==> src/sv/normalized_histogram_core_assert.svh <==
// assertion macros shared by the histogram rtl
// clocked implication checks, disabled while reset is high
`ifndef NORMALIZED_HISTOGRAM_CORE_ASSERT_SVH
`define NORMALIZED_HISTOGRAM_CORE_ASSERT_SVH

// same-cycle implication
`define NH_ASSERT_IMP(label, clk, rst, ante, cons) \
   label: assert property (@(posedge clk) disable iff (rst) (ante) |-> (cons)) \
      else $error("%m: check failed");

// next-cycle implication
`define NH_ASSERT_NXT(label, clk, rst, ante, cons) \
   label: assert property (@(posedge clk) disable iff (rst) (ante) |=> (cons)) \
      else $error("%m: check failed");

`endif

==> src/sv/nh_pkg.sv <==
// shared constants, codes and types of the normalized histogram
// no dependencies
`default_nettype none

package nh_pkg;

   localparam int BINS   = 1024;
   localparam int BIN_W  = $clog2(BINS);
   localparam int CNT_W  = 16;
   localparam int FRAC_W = 16;
   localparam int PROB_W = FRAC_W + 1;
   localparam int STEP_W = $clog2(FRAC_W);

   localparam logic [CNT_W-1:0]  HIST_MAX = {CNT_W{1'b1}};
   localparam logic [PROB_W-1:0] HIST_ONE = {1'b1, {FRAC_W{1'b0}}};

   localparam logic [1:0] OP_ADD   = 2'd0;
   localparam logic [1:0] OP_READ  = 2'd1;
   localparam logic [1:0] OP_CLEAR = 2'd2;

   localparam logic [1:0] STATUS_OK    = 2'd0;
   localparam logic [1:0] STATUS_RANGE = 2'd1;
   localparam logic [1:0] STATUS_EMPTY = 2'd2;

   typedef struct packed {
      logic             start;
      logic [CNT_W-1:0] count;
      logic [CNT_W-1:0] total;
   } div_req_type;

   typedef struct packed {
      logic              done;
      logic [PROB_W-1:0] quotient;
   } div_rsp_type;

endpackage

`default_nettype wire

==> src/sv/nh_divider.sv <==
// radix-2 restoring divider for floor(count * 65536 / total), count <= total
// depends on nh_pkg and the assertion macro header
`default_nettype none

`include "normalized_histogram_core_assert.svh"

module nh_divider
   import nh_pkg::*;
(
   input  wire logic        clock,
   input  wire logic        reset,
   input  wire div_req_type div_req,
   output      div_rsp_type div_rsp
);

   logic              busy_ff, busy_in;
   logic              done_ff, done_in;
   logic [STEP_W-1:0] step_ff, step_in;
   logic [CNT_W-1:0]  rem_ff, rem_in;
   logic [CNT_W-1:0]  den_ff, den_in;
   logic [PROB_W-1:0] quo_ff, quo_in;

   logic              top_ge;
   logic [CNT_W:0]    shifted;
   logic              step_ge;
   logic [CNT_W:0]    diff;

   always_comb begin
      top_ge  = div_req.count >= div_req.total;
      shifted = {rem_ff, 1'b0};
      step_ge = shifted >= {1'b0, den_ff};
      diff    = shifted - {1'b0, den_ff};

      busy_in = busy_ff;
      done_in = 1'b0;
      step_in = step_ff;
      rem_in  = rem_ff;
      den_in  = den_ff;
      quo_in  = quo_ff;

      if (div_req.start) begin
         busy_in = 1'b1;
         step_in = {STEP_W{1'b1}};
         den_in  = div_req.total;
         rem_in  = top_ge ? div_req.count - div_req.total : div_req.count;
         quo_in  = {{(PROB_W-1){1'b0}}, top_ge};
      end else if (busy_ff) begin
         rem_in  = step_ge ? diff[CNT_W-1:0] : shifted[CNT_W-1:0];
         quo_in  = {quo_ff[PROB_W-2:0], step_ge};
         step_in = step_ff - 1'b1;
         if (step_ff == '0) begin
            busy_in = 1'b0;
            done_in = 1'b1;
         end
      end
   end

   always_ff @(posedge clock) begin
      if (reset) begin
         busy_ff <= 1'b0;
         done_ff <= 1'b0;
      end else begin
         busy_ff <= busy_in;
         done_ff <= done_in;
      end
      step_ff <= step_in;
      rem_ff  <= rem_in;
      den_ff  <= den_in;
      quo_ff  <= quo_in;
   end

   assign div_rsp.done     = done_ff;
   assign div_rsp.quotient = quo_ff;

   `NH_ASSERT_IMP(a_no_start_busy, clock, reset, div_req.start, !busy_ff)
   `NH_ASSERT_IMP(a_rem_below_den, clock, reset, busy_ff, rem_ff < den_ff)
   `NH_ASSERT_IMP(a_quo_bound, clock, reset, done_ff, quo_ff <= HIST_ONE)

endmodule

`default_nettype wire

==> config.mk <==
export PLATFORM = sky130hd
export DESIGN_NAME = nh_divider
export DESIGN_NICKNAME = d
export VERILOG_FILES = /design/src/sv/nh_pkg.sv /design/src/sv/nh_divider.sv
export VERILOG_INCLUDE_DIRS = /design/src /design/src/sv
export SDC_FILE = /design/constraint.sdc
export NUM_CORES = 1
export LEC_CHECK = 0
export ABC_AREA = 0
export BUFFER_PORTS_ARGS = -buffer_cell sky130_fd_sc_hd__buf_4
export CORE_MARGIN = 2
export CORE_UTILIZATION = 50
export DETAILED_ROUTE_END_ITERATION = 10
export PLACE_DENSITY = 0.71
export SYNTH_ARGS = -nofsm -noshare
export SYNTH_HDL_FRONTEND = slang
export SYNTH_SLANG_ARGS = --single-unit
==> constraint.sdc <==
create_clock -name clock -period 3.2 [get_ports clock]
set_input_delay 0.16 -clock clock [delete_from_list [all_inputs] [get_ports clock]]
set_output_delay 0.16 -clock clock [all_outputs]
set_load 0.01 [all_outputs]
-- Word-level counts from Yosys, hierarchy flattened
Index checks and enable logic that the tools add are counted.
- add/subtract/negate cells: 3
- muxes and demuxes: 10
- $lt $le $gt $ge: 2
- bitwise operators: 1
- reductions and logical operators: 3
- operator list (kind ; count):
    two-way mux 16 bit ; 4
    subtractor 16 bit ; 2
    greater-or-equal comparator 17 x 16 -> 1 bit ; 1
    greater-or-equal comparator 16 bit ; 1
    two-way mux 1 bit ; 6
    logical NOT 4 bit ; 1
    subtractor 4 x 1 -> 4 bit (second input constant) ; 1
    OR reduction 3 bit ; 1
    nonzero test 2 bit ; 1
    inverter 1 bit ; 1
- word-level logic and storage cells: 26
- register bits: 55

-- Depth between registers and ports, before layout
Gate-level depths: netlist of run 1.
- word-level depth: 4
- gate-level depth with buffers: 12
- mapped depth without buffers: 11

-- Worst setup path after synthesis of run 1
No wires, ideal clock.
- kind: flip-flop to flip-flop
- from: register rem_ff[0]
- to: register rem_ff[13], data pin
- stages on the path, launching flop included: 11
- path buffers: 1
- setup slack: 729 ps
- library setup time: 256 ps
- data arrival time: 2215 ps
- cell sequence: edfxtp_1 -> ha_1 -> nor2b_1 -> o31a_1 -> o31ai_2 -> a21oi_1 -> o21ai_2 -> buf_4 -> mux2i_1 -> nor2_1 -> o22a_1
- cells in the longest elaborated chain, start to end: 4
- RTL lines (element ; line ; source):
    start: declaration ; nh_divider.sv:19 ; logic [CNT_W-1:0] rem_ff, rem_in;
    start signal: assignment ; nh_divider.sv:67 ; rem_ff <= rem_in;
    subtractor 16 bit or greater-or-equal comparator 17 x 16 -> 1 bit (tied branches) ; nh_divider.sv:32, nh_divider.sv:31 ;
    two-way mux 16 bit * ; nh_divider.sv:48 ; rem_in = step_ge ? diff[CNT_W-1:0] : shifted[CNT_W-1:0];
    two-way mux 16 bit * ; nh_divider.sv:47 ; end else if (busy_ff) begin
    two-way mux 16 bit * ; nh_divider.sv:41 ; if (div_req.start) begin
    named net rem_in[13] ; nh_divider.sv:19 ;
The timed path passes the listed nets; every way through them passes the cells marked *. The select of a mux whose other input is x is not followed.
A chain may end at the register's enable or synchronous reset.

-- Worst setup path in the final report of run 1
- from: register rem_ff[0]
- to: register rem_ff[3], data pin
The elaborated chain is that of the path after synthesis.

==> results of run 1 <==
## layout make-up
type / instances / area, µm² / share of cell area [%]
tap: 102 / 128 / 2.84
clock buffer: 5 / 68.8 / 1.53
timing repair buffer: 59 / 445 / 9.92
multi-input combinational: 315 / 2230 / 49.8
clock inverter: 3 / 18.8 / 0.418
inverter: 43 / 161 / 3.60
sequential: 55 / 1430 / 31.9
## cells in the mapped netlist, types with 3 or more instances
cell type / count
a211oi_1: 11
nand2_1: 27
nand3_1: 7
mux2i_1: 28
dfxtp_1: 22
xnor2_1: 14
o2111ai_1: 3
xor2_1: 9
o21a_1: 12
buf_1: 4
buf_4: 4
inv_1: 42
edfxtp_1: 33
a21oi_1: 31
a31oi_1: 8
a21o_1: 8
and3_1: 3
o31a_1: 3
ha_1: 33
nor2_1: 41
nand4_1: 3
nand2b_1: 5
nor2b_1: 8
nor3_1: 9
o21ai_0: 16
clkbuf_1: 4
o211a_1: 3
## timing repair
| item | CTS | global route |
|---|---|---|
| setup buffers | 0 | 0 |
| hold buffers | 0 | 1 |
| endpoints found under the hold margin | 0 | 1 |
| endpoints found under the setup margin | 0 | 0 |
## per-stage QoR
step / instances / area [µm²] / hold WS [ns]
2_1_floorplan: 427 / 3900 / 0.232
3_3_place_gp: 573 / 4390 / 0.332
3_5_place_dp: 573 / 4390 / 0.333
4_1_cts: 581 / 4480 / 0.00436
5_1_grt: 582 / 4490 / 0.0125
6_report: 582 / 4490 / 0.0272
## power by group through the flow
stage               Clock, mW  Sequential, mW  Combinational, mW
floorplan                   0           0.952               1.03
global placement            0           0.964               1.28
detailed placement          0           0.967               1.29
CTS                     0.395           0.951               1.31
global route            0.420           0.967               1.47
finish                  0.377           0.952               1.32
## path summary, 6_finish.rpt
| path | startpoint | endpoint | slack, ns |
|---|---|---|---|
| worst min-delay path | div_req[0] | den_ff[0] | 0.03 |
| worst max register to register | rem_ff[0] | rem_ff[3] | 0.37 |
| worst max-delay path | rem_ff[0] | rem_ff[3] | 0.37 |
| worst min register to register | quo_ff[16] | quo_ff[16] | 0.50 |
## cell usage in the layout (no fill, tap or decap), types with 2 or more instances in the layout
cell type / instances
o31a_1: 3
a21oi_2: 2
a211o_1: 2
xnor2_1: 14
a21oi_1: 31
fa_1: 2
nor3_1: 9
and2_1: 2
or2_2: 2
dfxtp_1: 22
o22ai_1: 2
xor2_1: 9
nor2_1: 41
inv_1: 42
o21ai_1: 2
buf_4: 58
nand3_1: 7
o21ai_0: 16
o2111ai_1: 3
a211oi_1: 11
nand2_1: 27
o21a_1: 12
nor2b_1: 8
nand2b_1: 5
nand4_1: 3
o31ai_1: 2
mux2i_1: 28
ha_1: 33
clkbuf_8: 5
a21o_1: 8
o211ai_1: 2
a31oi_1: 8
nor4b_1: 2
and3_1: 3
o211a_1: 3
edfxtp_1: 33
## worst max-delay path, stage by stage (launching register included)
cell and delay (ns):
edfxtp_1 0.43, ha_1 0.33, nor2b_1 0.14, o31a_1 0.30, o31ai_2 0.28, a21oi_1 0.17
o21ai_2 0.18, buf_4 0.25, a211oi_1 0.08, a211oi_1 0.35, a21oi_1 0.07
## kinds of logic after synthesis
kind of cell | share of synthesized area (%)
AOI/OAI and AO/OA | 19.8
xor gates and xnor gates | 5.17
adders and majority gates | 11.6
buffers and inverters | 5.94
DFF | 36.7
muxes | 7.48
and+or+nand+nor | 13.3
## state kept, by name, summed over array words and instances (netlist names)
name     count
done_ff      1
busy_ff      1
step_ff      4
rem_ff      16
den_ff      16
quo_ff      17
## metal layers
| metal | wire length, µm | part of all wire [%] |
|---|---|---|
| met5 | 0 | 0 |
| met2 | 3660 | 45 |
| met1 | 3970 | 49 |
| met4 | 104 | 1.3 |
| met3 | 347 | 4.3 |
==> key figures, run 1 <==
Run status
  • Outcome: completed

STA
  • Max Clock Freq: 353 MHz
  • Final hold vios: 0
  • Final worst setup slack: ~0.37 ns
  • RSZ-0062 raised after global routing: no
  • Minimum clock period: 2.83 ns
  • Slew HR: a little under 70%
  • Max-slew violations: 0
  • Setup TNS: 0 ns
  • Final setup skew: 0.0116 ns
  • Worst slew pin tran: between 0.4 and 0.5 ns
  • Fin crit share: 88.4%
  • Setup Viol. Count Final: 0

Drt
  • WL/cell: 13.9 µm
  • Drt pass-1 iters: 5
  • DR iter-0 viols: 203
  • Post-DR vias/cell: about 5.4
  • Vias: approximately 3200
  • WL final: 8.08 mm
  • Post-route DRC: 0
  • ANT nets after route: 0

Power
  • Pint: around 1.6 mW
  • Sw power: 1.02 mW
  • Sequential fraction of design power: 35.9%
  • VDD IR-drop max: between 0.0002 and 0.00025 V
  • Logic pwr share: 49.8%
  • Power Dens Cells: 590 nW/µm²
  • Lkg Pwr: around 2 nW
  • Sw Share: just under 40%
  • Design Power: 2.65 mW
  • Clk pwr share: 14.2%

Floorplanning
  • Die area: between 8000 and 9000 µm²
  • Die Height: 92.3 µm
  • Io pins: 53
  • Initial core utilization: 51.0%
  • Std-Cell Rows: 32
  • Die X: 92.3 µm
  • Core box area: 7650 µm²

Clock network
  • Reg clk slew, reported paths: 0.10 ns
  • CTS tree: yes
  • H-tree levels: 2
  • CTS resizes: 0
  • CTS root buffer: clkbuf_8
  • Clock sink count: 55
  • Clock Latency Late Sink: 0.31 ns
  • Clock buffer depth: 2
  • Num CTS Buffers: 5

Run
  • Max Cap Violations: 0

Cells and area
  • # diodes: 0
  • Fin util: 58.7%
  • Layout cells sized above 1: between 10% and 20%
  • Final nets: 549
  • Area delta synth->final: 15.2%
  • Fillers: 659

Critical path
  • WP data required: approximately 3.3 ns
  • Worst Path Arrival: 2.89 ns
  • Reg2reg path depth: 10
  • Crit-path max FO: 19
  • Worst Setup Path Type: flip-flop to flip-flop
  • Worst Setup End Kind: flip-flop
  • Setup crit start kind: flip-flop

Global route
  • Largest net degree at the start of global routing: 42
  • Vias in the first global route: 2930
  • Met3 GRT Util: about 2.8%
  • Met2 Resource Use GR: 32.2%
  • Met1 Usage GRT: approximately 27%
  • Top Usage Layer GRT: met2
  • First-pass GRT wire length: 13.5 mm
  • Total track usage: 19.7%
  • Total gr overflow: 0
  • Initial antenna violation count: 0

Placed design
  • Placement Setup Slack: 0.440 ns
  • Routability cong.: 0.863
  • PortBufs: between 50 and 60
  • Placed wire-length estimate: 6.22 mm

Synth
  • Synth top area share: 25.4%
  • Distinct cell type count of the synthesized netlist: 52
  • Post-synthesis sequential area ratio: a little under two fifths
  • Synth Instances: 427
  • Area leader, netlist: edfxtp_1
  • Post-synth EDFFs: 33
  • Area contributors post-synth: edfxtp_1 25%, dfxtp_1 11%, ha_1 11%
  • Yosys warnings: 0
  • Prevailing post-synth register cell: edfxtp_1
  • Syn Nets: roughly 500
  • Async set-reset flop share out of synthesis: 0%
  • Cell Area, Synth: between 3000 and 4000 µm²
  • Syn avg cell area: 9.13 µm²
  • Number of synthesized register bits: 55

Min path
  • Hold Crit Class: primary input to flip-flop
  • Worst hold stages: 1
Note: power is estimated with default switching activity, not from simulation.
==> inputs of run 2 (changes only) <==
==> constraint.sdc (replaced) <==
create_clock -name clock -period 3.2 [get_ports clock]
set_input_delay 0.64 -clock clock [delete_from_list [all_inputs] [get_ports clock]]
set_output_delay 0.64 -clock clock [all_outputs]
set_load 0.01 [all_outputs]
==> run 2 against run 1 <==
Net effect: total power is 4.1% higher; die area unchanged; highest routed layer unchanged; cell area increased by 0.78%; via count is 0.47% higher; maximum frequency is 0.64% lower; clock skew fell by 0.0023 ns; critical path depth did not move; cell count shrank 0.17%; count of clock-buffer cells in the layout increased by 2.
==> key figures, run 2 (synthesized netlist as in run 1, its figures left out) <==
Clock network
  • CTS root buffer: clkbuf_8
  • H-tree levels: 2 (unchanged)
  • Clock sink count: 55 (unchanged)
  • CTS resizes: 0 (unchanged)
  • Post-CTS Setup Inserts: 0 (unchanged)
  • Clock buffer depth: 2 (unchanged)
  • Num CTS Buffers: 5 (unchanged)
  • Post-CTS Hold Buffers: 0 (unchanged)
  • CTS tree: yes
  • Clock Latency Late Sink: 0.31 ns (about the same)
  • Reg clk slew, reported paths: 0.10 ns (about the same)

Drt
  • DR iter-0 viols: 148 (-27%)
  • ANT nets after route: 0 (unchanged)
  • Post-DR vias/cell: 5.48 (+0.65%)
  • Post-route DRC: 0 (unchanged)
  • WL final: 8.51 mm (+5.4%)
  • Vias: 3186 (+0.47%)
  • WL/cell: 14.7 µm (+5.6%)
  • Drt pass-1 iters: 4 (-1)

Placed design
  • Placed wire-length estimate: 6.56 mm (+5.5%)
  • Routability cong.: 0.932 (+8.0%)
  • PortBufs: 52 (unchanged)
  • Placement Setup Slack: 0.205 ns (-0.235 ns)

Cells and area
  • Area delta synth->final: 16.1%
  • FF+latch area: 1430 µm² (unchanged)
  • Final nets: 548 (-0.18%)
  • Biggest regs: quo_ff x17, den_ff x16, rem_ff x16
  • # diodes: 0 (unchanged)
  • Fillers: 678 (+2.9%)
  • Max reg flops: 17 (unchanged)
  • Commonest cells after routing, fill and taps aside: 56 x buf_4, 42 x inv_1, 41 x nor2_1
  • Most flops, register: quo_ff
  • Area occupied by multi-input gates: 2230 µm² (unchanged)
  • Commonest non-fill, non-tap cell in the layout: buf_4
  • Layout cells sized above 1: 15.2% (-0.18 points)

Floorplanning
  • Std-Cell Rows: 32 (unchanged)
  • Io pins: 53 (unchanged)
  • Die area: 8520 µm² (unchanged)
  • Initial core utilization: 51.0% (unchanged)
  • Die X: 92.3 µm (unchanged)
  • Die Height: 92.3 µm (unchanged)
  • Core box area: 7650 µm² (unchanged)

Global route
  • Total gr overflow: 0 (unchanged)
  • Largest net degree at the start of global routing: 36 (-14%)
  • Initial antenna violation count: 0 (unchanged)
  • Total track usage: 20.2% (+0.51 points)
  • Vias in the first global route: 3078 (+5.1%)
  • First-pass GRT wire length: 13.9 mm (+3.0%)

STA
  • Minimum clock period: 2.85 ns (+0.0183 ns)
  • Worst slew pin tran: 0.464 ns (-0.00116 ns)
  • Final worst setup slack: 0.352 ns (-0.0183 ns)
  • Slew HR: 69.1% (+0.26 points)
  • Setup TNS: 0 ns (unchanged)
  • Final setup skew: 0.00926 ns (-0.00229 ns)
  • RSZ-0062 raised after global routing: no
  • Max Clock Freq: 351 MHz (-0.64%)
  • Setup Viol. Count Final: 0 (unchanged)
  • Final hold vios: 0 (unchanged)
  • Max-slew violations: 0 (unchanged)
  • Fin crit share: 89.0% (+0.57 points)

Critical path
  • R2R Path Start: rem_ff[0]
  • WP data required: 3.26 ns (about the same)
  • Crit-path max FO: 31 (+12)
  • Worst Setup Path Type: flip-flop to flip-flop
  • Worst Path Arrival: 2.91 ns (+0.02 ns)
  • Reg2reg path depth: 10 (unchanged)
  • Max stage delay on crit path: 0.42 ns (about the same)
  • Family with the most delay on the worst path: compound AO/OA/AOI/OAI gates
  • Cell mode on critical path: a21oi_1
  • Reg2reg setup slack: 0.35 ns (-0.02 ns)
  • Critical-path cell with the highest stage delay: edfxtp_1
  • Crit path cell chain: ha_1 > nor2b_1 > o31a_1 > o31ai_2 > a21oi_1 > o21ai_2 > buf_12 > nor2_1 > a211oi_1 > a21oi_1
  • Worst path bufs/invs: 1 (unchanged)
  • Worst Setup End Kind: flip-flop
  • Worst setup startpoint: rem_ff[0]
  • Worst path depth: 10 (unchanged)
  • Setup crit start kind: flip-flop

Power
  • Design Power: 2.76 mW (+4.1%)
  • Lkg Pwr: 2.01 nW (+0.76%)
  • Power Dens Cells: 609 nW/µm² (+3.3%)
  • VDD IR-drop max: 0.000348 V (+48%)

Run status
  • Outcome: completed

Min path
  • Hold Crit Class: primary input to flip-flop
  • Hold path startpoint: reset
  • Worst hold stages: 2 (+1)

Run
  • Max Cap Violations: 0 (unchanged)
run 2: cell count changes in the layout (fill, tap and decap cells not counted), sizes merged:
cell / delta
clkbuf: +2
bufinv: +1
clkinv: -1
clkinvlp: -1
dlygate4sd3: -1
inv: -1
run 2: metrics by stage:
step / cell area [µm²] / hold WS, ns / util (%) / std cells
2_1_floorplan: 3900 / 0.466 / - / 427
3_3_place_gp: 4420 / 0.476 / 57.7 / 573
3_5_place_dp: 4420 / 0.483 / 57.7 / 573
4_1_cts: 4520 / 0.496 / 59.1 / 581
5_1_grt: 4520 / 0.490 / 59.1 / 581
6_report: 4520 / 0.499 / 59.1 / 581
run 2: routing by layer:
| layer | vias to the layer above | track usage [%] | part of all wire, % | wire length, µm |
|---|---|---|---|---|
| met1 | 1475 | 27.2 | 47 | 4020 |
| met5 | - | 0 | 0 | 0 |
| met4 | 0 | 4.98 | 0.92 | 78 |
| met3 | 6 | 2.52 | 4.3 | 366 |
| li1 | 1624 | - | - | - |
| met2 | 81 | 34.7 | 48 | 4050 |
run 2: layout make-up:
class                   instances  share of cell area (%)
multi-input cells             315                    49.4
flip-flops and latches         55                    31.6
well taps                     102                    2.82
repair buffers                 58                    10.2
clock buffers                   7                    1.72
inverters                      43                    3.57
clock inverters                 1                   0.664
run 2: final timing paths:
path | end
worst min register to register | step_ff[3]
worst min-delay path | busy_ff
worst max register to register | rem_ff[1]
worst max-delay path | rem_ff[1]
run 2: report_power, final:
group          internal [mW]  switching [mW]  leakage [nW]
logic                  0.598           0.755          1.45
clock network          0.237           0.215        0.0554
registers              0.892          0.0586         0.504
==> inputs of run 3 (changes only) <==
--- a/config.mk
+++ b/config.mk
@@ -8,10 +8,12 @@
 export LEC_CHECK = 0
 export ABC_AREA = 0
 export BUFFER_PORTS_ARGS = -buffer_cell sky130_fd_sc_hd__buf_4
+export CELL_PAD_IN_SITES_DETAIL_PLACEMENT = 1
+export CELL_PAD_IN_SITES_GLOBAL_PLACEMENT = 2
 export CORE_MARGIN = 2
-export CORE_UTILIZATION = 50
+export CORE_UTILIZATION = 36
 export DETAILED_ROUTE_END_ITERATION = 10
-export PLACE_DENSITY = 0.71
+export PLACE_DENSITY_LB_ADDON = 0.1
 export SYNTH_ARGS = -nofsm -noshare
 export SYNTH_HDL_FRONTEND = slang
 export SYNTH_SLANG_ARGS = --single-unit
==> run 3 against run 2 <==
Net effect: flip-flop and latch count is the same; maximum frequency increased by 0.69%; sequential power increased by 0.5%; die area increased by 37%; clock skew down 0.00060 ns; count of clock-buffer cells in the layout down 2; clock power is 8.4% lower; register-to-register slack better by 0.02 ns; first-iteration DRC count fell by 41%.
==> key figures, run 3 (synthesized netlist as in run 1, its figures left out) <==
Run status
  • Outcome: completed

Cells and area
  • Commonest cells after routing, fill and taps aside: 56 x buf_4, 42 x inv_1, 41 x nor2_1
  • Biggest regs: quo_ff x17, den_ff x16, rem_ff x16
  • Max reg flops: 17 (unchanged)
  • Commonest non-fill, non-tap cell in the layout: buf_4
  • Most flops, register: quo_ff
  • Area occupied by multi-input gates: 2230 µm² (unchanged)
  • FF+latch area: 1430 µm² (unchanged)
  • Fillers: 1244 (+83%)
  • Layout cells sized above 1: 15.4% (+0.21 points)
  • # diodes: 0 (unchanged)
  • Area delta synth->final: 16.7%
  • Cell area after layout: 4550 µm² (+0.58%)
  • Final nets: 548 (unchanged)

STA
  • Slew HR: 71.0% (+1.9 points)
  • Final hold vios: 0 (unchanged)
  • RSZ-0062 raised after global routing: no
  • Max-slew violations: 0 (unchanged)
  • Minimum clock period: 2.83 ns (-0.0194 ns)
  • Setup Viol. Count Final: 0 (unchanged)
  • Setup TNS: 0 ns (unchanged)
  • Worst slew pin tran: 0.435 ns (-0.0291 ns)
  • Final setup skew: 0.00866 ns (-0.000605 ns)
  • Max Clock Freq: 354 MHz (+0.69%)
  • Fin crit share: 88.4% (-0.61 points)

Floorplanning
  • Die area: 11700 µm² (+37%)
  • Io pins: 53 (unchanged)
  • Die Height: 108 µm (+17%)
  • Die X: 108 µm (+17%)
  • Core box area: 10400 µm² (+36%)
  • Initial core utilization: 37.4% (-14 points)
  • Std-Cell Rows: 37 (+16%)

Drt
  • Post-route DRC: 0 (unchanged)
  • Post-DR vias/cell: 5.14 (-6.2%)
  • WL/cell: 16.7 µm (+14%)
  • Vias: 3164 (-0.69%)
  • ANT nets after route: 0 (unchanged)
  • Drt pass-1 iters: 4 (unchanged)
  • DR iter-0 viols: 87 (-41%)
  • WL final: 10.3 mm (+21%)

Clock network
  • CTS tree: yes
  • Clock sink count: 55 (unchanged)
  • Post-CTS Hold Buffers: 0 (unchanged)
  • Clock Latency Late Sink: 0.32 ns (about the same)
  • Num CTS Buffers: 5 (unchanged)
  • CTS resizes: 0 (unchanged)
  • CTS root buffer: clkbuf_8
  • Post-CTS Setup Inserts: 0 (unchanged)
  • Reg clk slew, reported paths: 0.11 ns (about the same)
  • H-tree levels: 2 (unchanged)
  • Clock buffer depth: 2 (unchanged)

Placed design
  • PortBufs: 52 (unchanged)
  • Placed wire-length estimate: 8.12 mm (+24%)
  • Routability cong.: 0.813 (-13%)
  • Cell Area, Placed: 4460 µm² (+0.96%)

Critical path
  • WP data required: 3.26 ns (about the same)
  • Crit-path max FO: 31 (unchanged)
  • Setup crit start kind: flip-flop
  • Worst Path Arrival: 2.89 ns (-0.02 ns)
  • Worst Setup End Kind: flip-flop
  • Worst Setup Path Type: flip-flop to flip-flop

Power
  • Power Dens Cells: 607 nW/µm² (-0.38%)
  • Lkg Pwr: 2.01 nW (-0.32%)
  • VDD IR-drop max: 0.000542 V (+56%)
  • Design Power: 2.76 mW (+0.20%)

Min path
  • Hold Crit Class: primary input to flip-flop

Global route
  • Vias in the first global route: 3245 (+5.4%)
  • Total gr overflow: 0 (unchanged)
  • Total track usage: 18.4% (-1.7 points)
  • First-pass GRT wire length: 16.8 mm (+21%)
  • Initial antenna violation count: 0 (unchanged)
  • Largest net degree at the start of global routing: 36 (unchanged)

Run
  • Max Cap Violations: 0 (unchanged)
-- run 3: cell types whose count changed in the layout (fill, tap and decap cells not counted) --
cell	previous run	this run
bufinv_16	1	0
clkbuf_1	1	0
clkbuf_2	1	0
clkinv_2	0	1
inv_6	0	2
-- run 3: critical path: stages, from the launching register on --
cell and delay, ns:
edfxtp_1 0.47, inv_1 0.08, ha_1 0.23, nor2b_1 0.15, o31a_1 0.29, o31ai_2 0.30
a21oi_1 0.17, o21ai_2 0.21, buf_12 0.21, nor2_1 0.07, a211oi_1 0.30, a21oi_1 0.07
-- run 3: worst paths after layout --
path	from	cells past startpoint	endpoint	slack, ns
worst max-delay path	den_ff[1]	11	rem_ff[4]	0.37
worst min-delay path	reset	2	busy_ff	0.47
worst max register to register	den_ff[1]	11	rem_ff[4]	0.37
worst min register to register	step_ff[3]	2	step_ff[3]	0.52
-- run 3: cell type report --
type                    instances  area share, %
repair buffers                 58           10.1
multi-input cells             315           49.1
inverters                      43           3.55
clock buffers                   5           1.51
well taps                     136           3.74
flip-flops and latches         55           31.5
clock inverters                 3          0.495
-- run 3: power breakdown --
group	total (mW)	switching [mW]	internal (mW)
logic	1.39	0.792	0.601
registers	0.956	0.0627	0.893
clock network	0.414	0.255	0.159
total	2.76	1.11	1.65
-- run 3: layer usage --
metal  wire (µm)  track usage, %  part of all wire [%]  vias to the layer above
met1        5450            27.6                    53                     1506
met5           0               0                     0                        -
met3         253            2.17                   2.5                        6
met2        4470            28.1                    43                       34
li1            -               -                     -                     1618
met4         112            4.67                   1.1                        0
-- run 3: metrics by stage --
| stage | worst slack, ns | hold WS, ns | instances | utilization, % |
|---|---|---|---|---|
| after floorplan | 0.515 | 0.466 | 427 | - |
| after global routing | 0.152 | 0.448 | 615 | 43.7 |
| after CTS | 0.328 | 0.448 | 615 | 43.7 |
| after global placement | 0.196 | 0.480 | 607 | 42.8 |
| final | 0.371 | 0.468 | 615 | 43.7 |
| after detailed placement | 0.0635 | 0.496 | 607 | 42.8 |
